**src/design/circular_fifo_queue_assert.svh**
```systemverilog
// Assertion macros for the circular FIFO queue.
// Used by the top level; the bodies compile away when SYNTHESIS is defined.
`ifndef CIRCULAR_FIFO_QUEUE_ASSERT_SVH
`define CIRCULAR_FIFO_QUEUE_ASSERT_SVH
`ifndef SYNTHESIS
// Same-cycle implication, checked at every rising edge outside reset.
`define CFQ_ASSERT_NOW(label, ante, cons, msg) \
  label: assert property (@(posedge clk) disable iff (rst) (ante) |-> (cons)) \
    else $error(msg);
// Next-cycle implication, checked at every rising edge outside reset.
`define CFQ_ASSERT_NEXT(label, ante, cons, msg) \
  label: assert property (@(posedge clk) disable iff (rst) (ante) |=> (cons)) \
    else $error(msg);
`else
`define CFQ_ASSERT_NOW(label, ante, cons, msg)
`define CFQ_ASSERT_NEXT(label, ante, cons, msg)
`endif
`endif

```
**src/design/cfq_pkg.sv**
```systemverilog
// Shared constants, codes and types of the circular FIFO queue.
// No dependencies; imported by every module of the block.
`default_nettype none
package cfq_pkg;

  localparam int DEPTH     = 16;
  localparam int DATA_W    = 32;
  localparam int CNT_W     = $clog2(DEPTH + 1);
  localparam int CAP_W     = 5;
  localparam int OCC_W     = 5;

  localparam logic [CAP_W-1:0] CAP_RESET = CAP_W'(10);

  typedef enum logic [1:0] {
    CMD_PUSH = 2'd0,
    CMD_POP  = 2'd1,
    CMD_PEEK = 2'd2
  } cmd_t;

  typedef enum logic [1:0] {
    ST_OK        = 2'd0,
    ST_OVERFLOW  = 2'd1,
    ST_UNDERFLOW = 2'd2
  } status_t;

  // Control broadcast to every cell of the chain.
  typedef struct packed {
    logic push;
    logic pop;
    logic clear;
  } cell_ctrl_t;

endpackage
`default_nettype wire

```
**src/design/circular_fifo_queue.sv**
```systemverilog
// Circular FIFO queue: a chain of cfq_cell instances plus command decode,
// count, capacity register and result register. Depends on cfq_pkg and cfq_cell.
`default_nettype none
`include "circular_fifo_queue_assert.svh"
// Takes one command (push, pop or peek) per clock and returns one result per
// command through a result register; a command is taken while the previous
// result waits, as long as the result side is not stalling. The entries sit
// in a row of cells with the oldest in the first cell: a pop shifts every
// cell toward the head at once, a push fills the first free cell. Writing
// the capacity register empties the queue; capacity 0 acts as 1 and values
// above the built depth act as the depth.
module circular_fifo_queue
  import cfq_pkg::*;
(
  input  wire logic              clk,
  input  wire logic              rst,
  input  wire logic              in_valid,
  output logic                   in_stall,
  input  wire logic [1:0]        command,
  input  wire logic [DATA_W-1:0] value,
  output logic                   out_valid,
  input  wire logic              out_stall,
  output logic [DATA_W-1:0]      read_value,
  output logic [1:0]             status,
  output logic [OCC_W-1:0]       occupancy,
  input  wire logic              cfg_valid,
  output logic                   cfg_ready,
  input  wire logic [CAP_W-1:0]  cfg_data
);

  logic [CAP_W-1:0]  capacity;
  logic [CNT_W-1:0]  count;
  logic [CNT_W-1:0]  count_next;
  logic [CNT_W-1:0]  eff_cap;
  logic              accept;
  logic              cfg_write;
  cell_ctrl_t        ctl;
  logic [DATA_W-1:0] rd;
  status_t           st;
  logic [DATA_W-1:0] data_vec [DEPTH];
  logic [DEPTH-1:0]  full_vec;

  assign cfg_ready = 1'b1;
  assign cfg_write = cfg_valid && cfg_ready;
  assign in_stall  = out_valid && out_stall;
  assign accept    = in_valid && !in_stall;

  always_comb begin
    if (capacity == '0) begin
      eff_cap = CNT_W'(1);
    end else if (32'(capacity) > 32'(DEPTH)) begin
      eff_cap = CNT_W'(DEPTH);
    end else begin
      eff_cap = CNT_W'(capacity);
    end
  end

  always_comb begin
    rd         = '1;
    st         = ST_OK;
    count_next = count;
    ctl.push   = 1'b0;
    ctl.pop    = 1'b0;
    ctl.clear  = cfg_write;
    case (command)
      CMD_PUSH: begin
        if (count >= eff_cap) begin
          st = ST_OVERFLOW;
        end else begin
          ctl.push   = accept;
          count_next = count + CNT_W'(1);
        end
      end
      CMD_POP: begin
        if (count == '0) begin
          st = ST_UNDERFLOW;
        end else begin
          rd         = data_vec[0];
          ctl.pop    = accept;
          count_next = count - CNT_W'(1);
        end
      end
      CMD_PEEK: begin
        if (count == '0) begin
          st = ST_UNDERFLOW;
        end else begin
          rd = data_vec[0];
        end
      end
      default: begin
        rd = '1;
      end
    endcase
  end

  always_ff @(posedge clk) begin
    if (rst) begin
      capacity <= CAP_RESET;
    end else if (cfg_write) begin
      capacity <= cfg_data;
    end
  end

  always_ff @(posedge clk) begin
    if (rst || cfg_write) begin
      count <= '0;
    end else if (accept) begin
      count <= count_next;
    end
  end

  always_ff @(posedge clk) begin
    if (rst) begin
      out_valid <= 1'b0;
    end else if (accept) begin
      out_valid <= 1'b1;
    end else if (!out_stall) begin
      out_valid <= 1'b0;
    end
  end

  always_ff @(posedge clk) begin
    if (accept) begin
      read_value <= rd;
      status     <= st;
      occupancy  <= OCC_W'(count_next);
    end
  end

  for (genvar i = 0; i < DEPTH; i++) begin : g_cell
    logic              prev_full;
    logic [DATA_W-1:0] next_data;
    logic              next_full;

    if (i == 0) begin : g_first
      assign prev_full = 1'b1;
    end else begin : g_mid
      assign prev_full = full_vec[i-1];
    end

    if (i == DEPTH - 1) begin : g_last
      assign next_data = '1;
      assign next_full = 1'b0;
    end else begin : g_inner
      assign next_data = data_vec[i+1];
      assign next_full = full_vec[i+1];
    end

    cfq_cell u_cell (
      .clk       (clk),
      .rst       (rst),
      .ctl       (ctl),
      .push_data (value),
      .prev_full (prev_full),
      .next_data (next_data),
      .next_full (next_full),
      .data      (data_vec[i]),
      .full      (full_vec[i])
    );
  end

  `CFQ_ASSERT_NOW(a_cells_match_count, 1'b1, $countones(full_vec) == 32'(count), "occupied cells differ from count")
  `CFQ_ASSERT_NOW(a_count_in_cap, 1'b1, count <= eff_cap, "count above capacity")
  `CFQ_ASSERT_NEXT(a_pop_drops_one, accept && !cfg_write && command == CMD_POP && count != '0, count == $past(count) - CNT_W'(1), "pop did not drop count")
  `CFQ_ASSERT_NOW(a_underflow_neg_one, out_valid && status == ST_UNDERFLOW, read_value == '1, "underflow result not -1")

endmodule
`default_nettype wire

```
**src/design/cfq_cell.sv**
```systemverilog
// One storage cell of the queue chain: a word and its occupied flag.
// Depends on cfq_pkg for widths and the cell control struct.
`default_nettype none
module cfq_cell
  import cfq_pkg::*;
(
  input  wire logic              clk,
  input  wire logic              rst,
  input  wire cell_ctrl_t        ctl,
  input  wire logic [DATA_W-1:0] push_data,
  input  wire logic              prev_full,
  input  wire logic [DATA_W-1:0] next_data,
  input  wire logic              next_full,
  output logic      [DATA_W-1:0] data,
  output logic                   full
);

  always_ff @(posedge clk) begin
    if (rst || ctl.clear) begin
      full <= 1'b0;
    end else if (ctl.pop) begin
      // shift toward the head of the chain
      full <= next_full;
    end else if (ctl.push && !full && prev_full) begin
      full <= 1'b1;
    end
  end

  always_ff @(posedge clk) begin
    if (ctl.pop) begin
      data <= next_data;
    end else if (ctl.push && !full && prev_full) begin
      // first free cell takes the new item
      data <= push_data;
    end
  end

endmodule
`default_nettype wire
```
**config.mk**
```make
export PLATFORM = sky130hd
export DESIGN_NAME = circular_fifo_queue
export DESIGN_NICKNAME = d
export VERILOG_FILES = /design/src/design/cfq_pkg.sv /design/src/design/circular_fifo_queue.sv /design/src/design/cfq_cell.sv
export VERILOG_INCLUDE_DIRS = /design/src /design/src/design
export SDC_FILE = /design/constraint.sdc
export NUM_CORES = 1
export LEC_CHECK = 0
export BUFFER_PORTS_ARGS = -buffer_cell sky130_fd_sc_hd__buf_2
export CAP_MARGIN = 40
export CORE_ASPECT_RATIO = 0.9
export CORE_UTILIZATION = 32
export CTS_BUF_LIST = sky130_fd_sc_hd__clkbuf_4 sky130_fd_sc_hd__clkbuf_8 sky130_fd_sc_hd__clkbuf_16
export CTS_CLUSTER_SIZE = 8
export DETAILED_ROUTE_END_ITERATION = 12
export SETUP_SLACK_MARGIN = 0.15
export SKIP_CTS_REPAIR_TIMING = 1
export SYNTH_ARGS = -nofsm -noshare
export SYNTH_HDL_FRONTEND = slang
export SYNTH_HIERARCHICAL = 1
export SYNTH_SLANG_ARGS = --single-unit
```
**constraint.sdc**
```tcl
create_clock -name clk -period 4.4 [get_ports clk]
set_input_delay 1.1 -clock clk [delete_from_list [all_inputs] [get_ports clk]]
set_output_delay 1.1 -clock clk [all_outputs]
set_load 0.05 [all_outputs]
```
# After elaboration in Yosys (flattened, before gate mapping)
# Cells that the tools add are included.
# op_classes
add_sub_neg,2
magnitude_cmp,2
n_eq_ne,3
mux,74
bitwise_logic,1
n_reduce_logical,72
# op_table
op,n
two-way mux 32 bit,30
two-way mux 1 bit,37
logical AND 1 bit,33
nonzero test 2 bit,15
two-way mux 5 bit,4
logical NOT 1 bit,17
logical NOT 5 bit,2
case mux 5 bit (2 select lines),1
OR reduction 2 bit,3
"adder 5 x 1 -> 5 bit, second input constant",1
>= comparator 5 bit,1
"greater-than comparator 5 bit, second input constant",1
"subtractor 5 x 1 -> 5 bit, second input constant",1
case mux 2 bit (2 select lines),1
"== test 2 x 1 -> 1 bit, second input constant",1
"== test 2 bit, second input constant",1
logical NOT 2 bit,1
two-way mux 2 bit,1
"!= test 2 x 1 -> 1 bit, second input constant",1
logical OR 1 bit,1
inverter 1 bit,1
# totals
regBits,578
wordCells,192
out_inout_bits,42

# Depth between registers and ports, before layout
# depth
ltp_word,10
ltp_mapped,11
ltp_nobuf,11

# By module
# The synthesis kept the hierarchy.
# by_module_without_submodules
mod,area_per_inst_um2,seq_area_each_um2,cells_each,instances
cfq_cell,1430.1,980.9,74,16
circular_fifo_queue,2449.8,1391.3,217,1

# Least setup slack after synthesis
# No wires, ideal clock.
# synth_timing
path_kind,input port to flip-flop
from,input port out_stall
to,register g_cell[0].u_cell.data[0] (enable)
n_path_buf,1
path_slack_ps,-81
required_time_ps,3972
t_arrival_ps,4053
path_stages,6
path_cell_list,and2_1 nand2b_1 buf_2 nor2_1 nand2_1 o21bai_1
# synth_rtl
element,line_no,text
"start, declared",circular_fifo_queue.sv:22,"input wire logic out_stall,"
"end signal, assigned",cfq_cell.sv:31,data <= next_data;
"end signal, assigned",cfq_cell.sv:34,data <= push_data;
"end, declared",cfq_cell.sv:14,"output logic [DATA_W-1:0] data,"

==> results.cfg <==
[sta]
slew_headroom_pct = 49.17
slew_viol_final = 0
fin_skew_ns = 0.02757
fin_crit_sh_pct = 76.09
setup_viol = 0
hold_viol_final = 0
final.min_clock_period_ns = 3.348
fin_setup_tns_ns = 0
worstMarginPinSlew_ns = 0.7624
hold_ws_ns = 0.4977
rsz0062_at_grt = no
clock.fmax_mhz = 298.7

[placement]
dpl.hpwl_um = 26830
io_buffers = 84
place_inst = 2517
gp_congestion = 0.7717

[synthesis]
async_reset_ff_share_pct = 0
yosys_warnings = 6
synthFlopType = edfxtp_1
synth-seq-cells = 578
synth_area_um2 = 25330
yosysUniqueCellTypes = 51
synth-edff-count = 551
yosysSeqAreaShare_pct = 67.45
synthCells = 1401
avgSynthCellArea_um2 = 18.08

[drt]
vias = 12072
viasPerCell = 4.599
drc = 0
wl_per_cell_um = 16.91
ant_nets = 0
dr.pass1.iters = 5
wl_um = 44400
drtIter0Drc = 717

[hold_path]
hold_path_class = reg2reg
holdCritStartpoint = g_cell[0].u_cell/data[18]

[critical_path]
worstPathCellList = ha_1, a21oi_1, o21ai_0, a21o_1, or2_2, nor2_1, buf_4, nand2_1, o21bai_4, buf_12
critPathMaxFanout = 16
path_class = reg2reg
cp_slowest_cell = dfxtp_1
worstReg2RegStart = count[2]
crit_path_end_kind = flop
crit_path_max_incr_delay_ns = 0.61
startpoint_type = flop
worst-endpoint-required_ns = 4.69
worst_ep_arrival_time_ns = 3.64
cp-startpoint = count[2]

[global_routing]
antenna_found_initial = 14
grt_pass1_vias = 12631
grt_usage_pct = 11.18
grt_max_degree = 93
grt_pass1_wl_um = 71210
overflow = 0

[floorplan]
die_w_um = 298.6
row_count = 97
pin_count = 86
start_util_pct = 32.46
die_area_um2 = 80290
core_um2 = 78040
fp.dieH_um = 268.9

[finish]
area_growth_syn_to_layout_pct = 15.97
drive_gt1_share_pct = 45.89
nets = 1616
instances_no_fill = 2625

[clock_network]
cts_num_sinks = 578
cts_tree = done
cts-root-buf = clkbuf_16
clockBufferDepth = 3
h-tree-depth = 3
numCtsBuffers = 82
cts.reportedPaths.clkPinSlew_ns = 0.06
worstSkewPairLatency_ns = 0.60

[power_and_ir_drop]
power_mw = 12.16
powerDensity_nw_per_um2 = 414.1
power.leakage_nw = 9.348
peakVddDrop_uv = 217.1

[status]
status = finished, final reports clean

[flow_run]
cap_violations = 0
[area by class of cell]
type | count | area [µm²]
Antenna cell | 4 | 10.01
Clock buffer | 101 | 2247
Clock inverter | 3 | 25.02
Fill cell | 7105 | 48660
Inverter | 9 | 33.78
Multi-Input combinational cell | 772 | 7746
Sequential cell | 578 | 17090
Tap cell | 1039 | 1300
Timing Repair Buffer | 119 | 928.4
[report_power, final]
group / switching (mW) / internal, mW
combinational: 0.240 / 0.213
clock: 2.12 / 3.51
sequential: 0.00867 / 6.07
[per-layer routing]
metal	wire (µm)	global-route usage, %	up-vias
met5	102	0	-
met3	2325	2.997	103
met4	1049	4.158	18
met2	19860	17.23	215
met1	21060	15.06	5970
li1	-	-	5766
[worst paths after layout]
kind | endpoint | slack [ns] | cells after the start
max reg2reg | g_cell[3].u_cell/data[22] | 1.05 | 10
min reg2reg | read_value[18] | 0.50 | 1
max | g_cell[3].u_cell/data[22] | 1.05 | 10
min | read_value[18] | 0.50 | 1
[stage by stage]
| stage | util, % | area, µm² | setup WS, ns |
|---|---|---|---|
| final | 37.64 | 29380 | 1.052 |
| after global routing | 37.64 | 29370 | 0.8350 |
| after CTS | 37.63 | 29370 | 1.048 |
| after detailed placement | 34.72 | 27090 | 0.6396 |
| after global placement | 34.70 | 27080 | 0.6869 |
| after floorplan | - | 25520 | 0.3765 |
[flip-flops by register name, indices dropped and copies added (netlist names)]
register and cells:
g_cell.u_cell/data 512, read_value 32, g_cell.u_cell/full 16, capacity 5
count 5, occupancy 5, status 2, out_valid 1
[logic make-up after synthesis]
family / count (synthesis) / synth area share [%]
xor gates and xnor gates: 1 / 0.03458
adders and majority gates: 10 / 0.4939
muxes: 519 / 23.04
and+or+nand+nor: 135 / 3.265
AOI/OAI and AO/OA: 72 / 2.485
DFF: 578 / 67.45
other: 2 / 0.02965
buffers and inverters: 84 / 3.201
[cell usage after synthesis, types with 5 or more instances]
library cell / count / share of area [%]
a2111oi_2: 16 / 0.95
o21ai_0: 8 / 0.16
nor2b_4: 16 / 0.87
or2_2: 34 / 0.84
o21bai_1: 16 / 0.47
nor3_1: 5 / 0.099
mux2i_1: 6 / 0.24
nand2_1: 27 / 0.40
mux2_1: 96 / 4.3
ha_1: 10 / 0.49
nand3_1: 7 / 0.14
dfxtp_1: 27 / 2.1
edfxtp_1: 551 / 65
a21oi_1: 9 / 0.18
mux2_2: 417 / 19
buf_6: 64 / 2.8
nor2_1: 29 / 0.43
clkbuf_1: 8 / 0.12
inv_1: 8 / 0.12
[placed cells by master, fill, tap and decap left out, drive strengths merged, types with 6 or more instances in the layout]
master	n
a2111oi	16
a21oi	10
buf	119
clkbuf	101
conb	35
dfxtp	27
edfxtp	551
ha	10
inv	10
mux2	513
mux2i	6
nand2	27
nand3	7
nor2	29
nor2b	19
o21ai	8
o21bai	16
or2	34
[worst max-delay path: cells and delay by family (launching register included)]
| kind | cells | cell delay [ns] |
|---|---|---|
| AOI/OAI and AO/OA | 4 | 1.08 |
| DFF | 1 | 0.61 |
| and+or+nand+nor | 3 | 0.56 |
| buffers and inverters | 2 | 0.44 |
| adders and majority gates | 1 | 0.33 |
No activity file was read; power rests on OpenSTA's default activity.
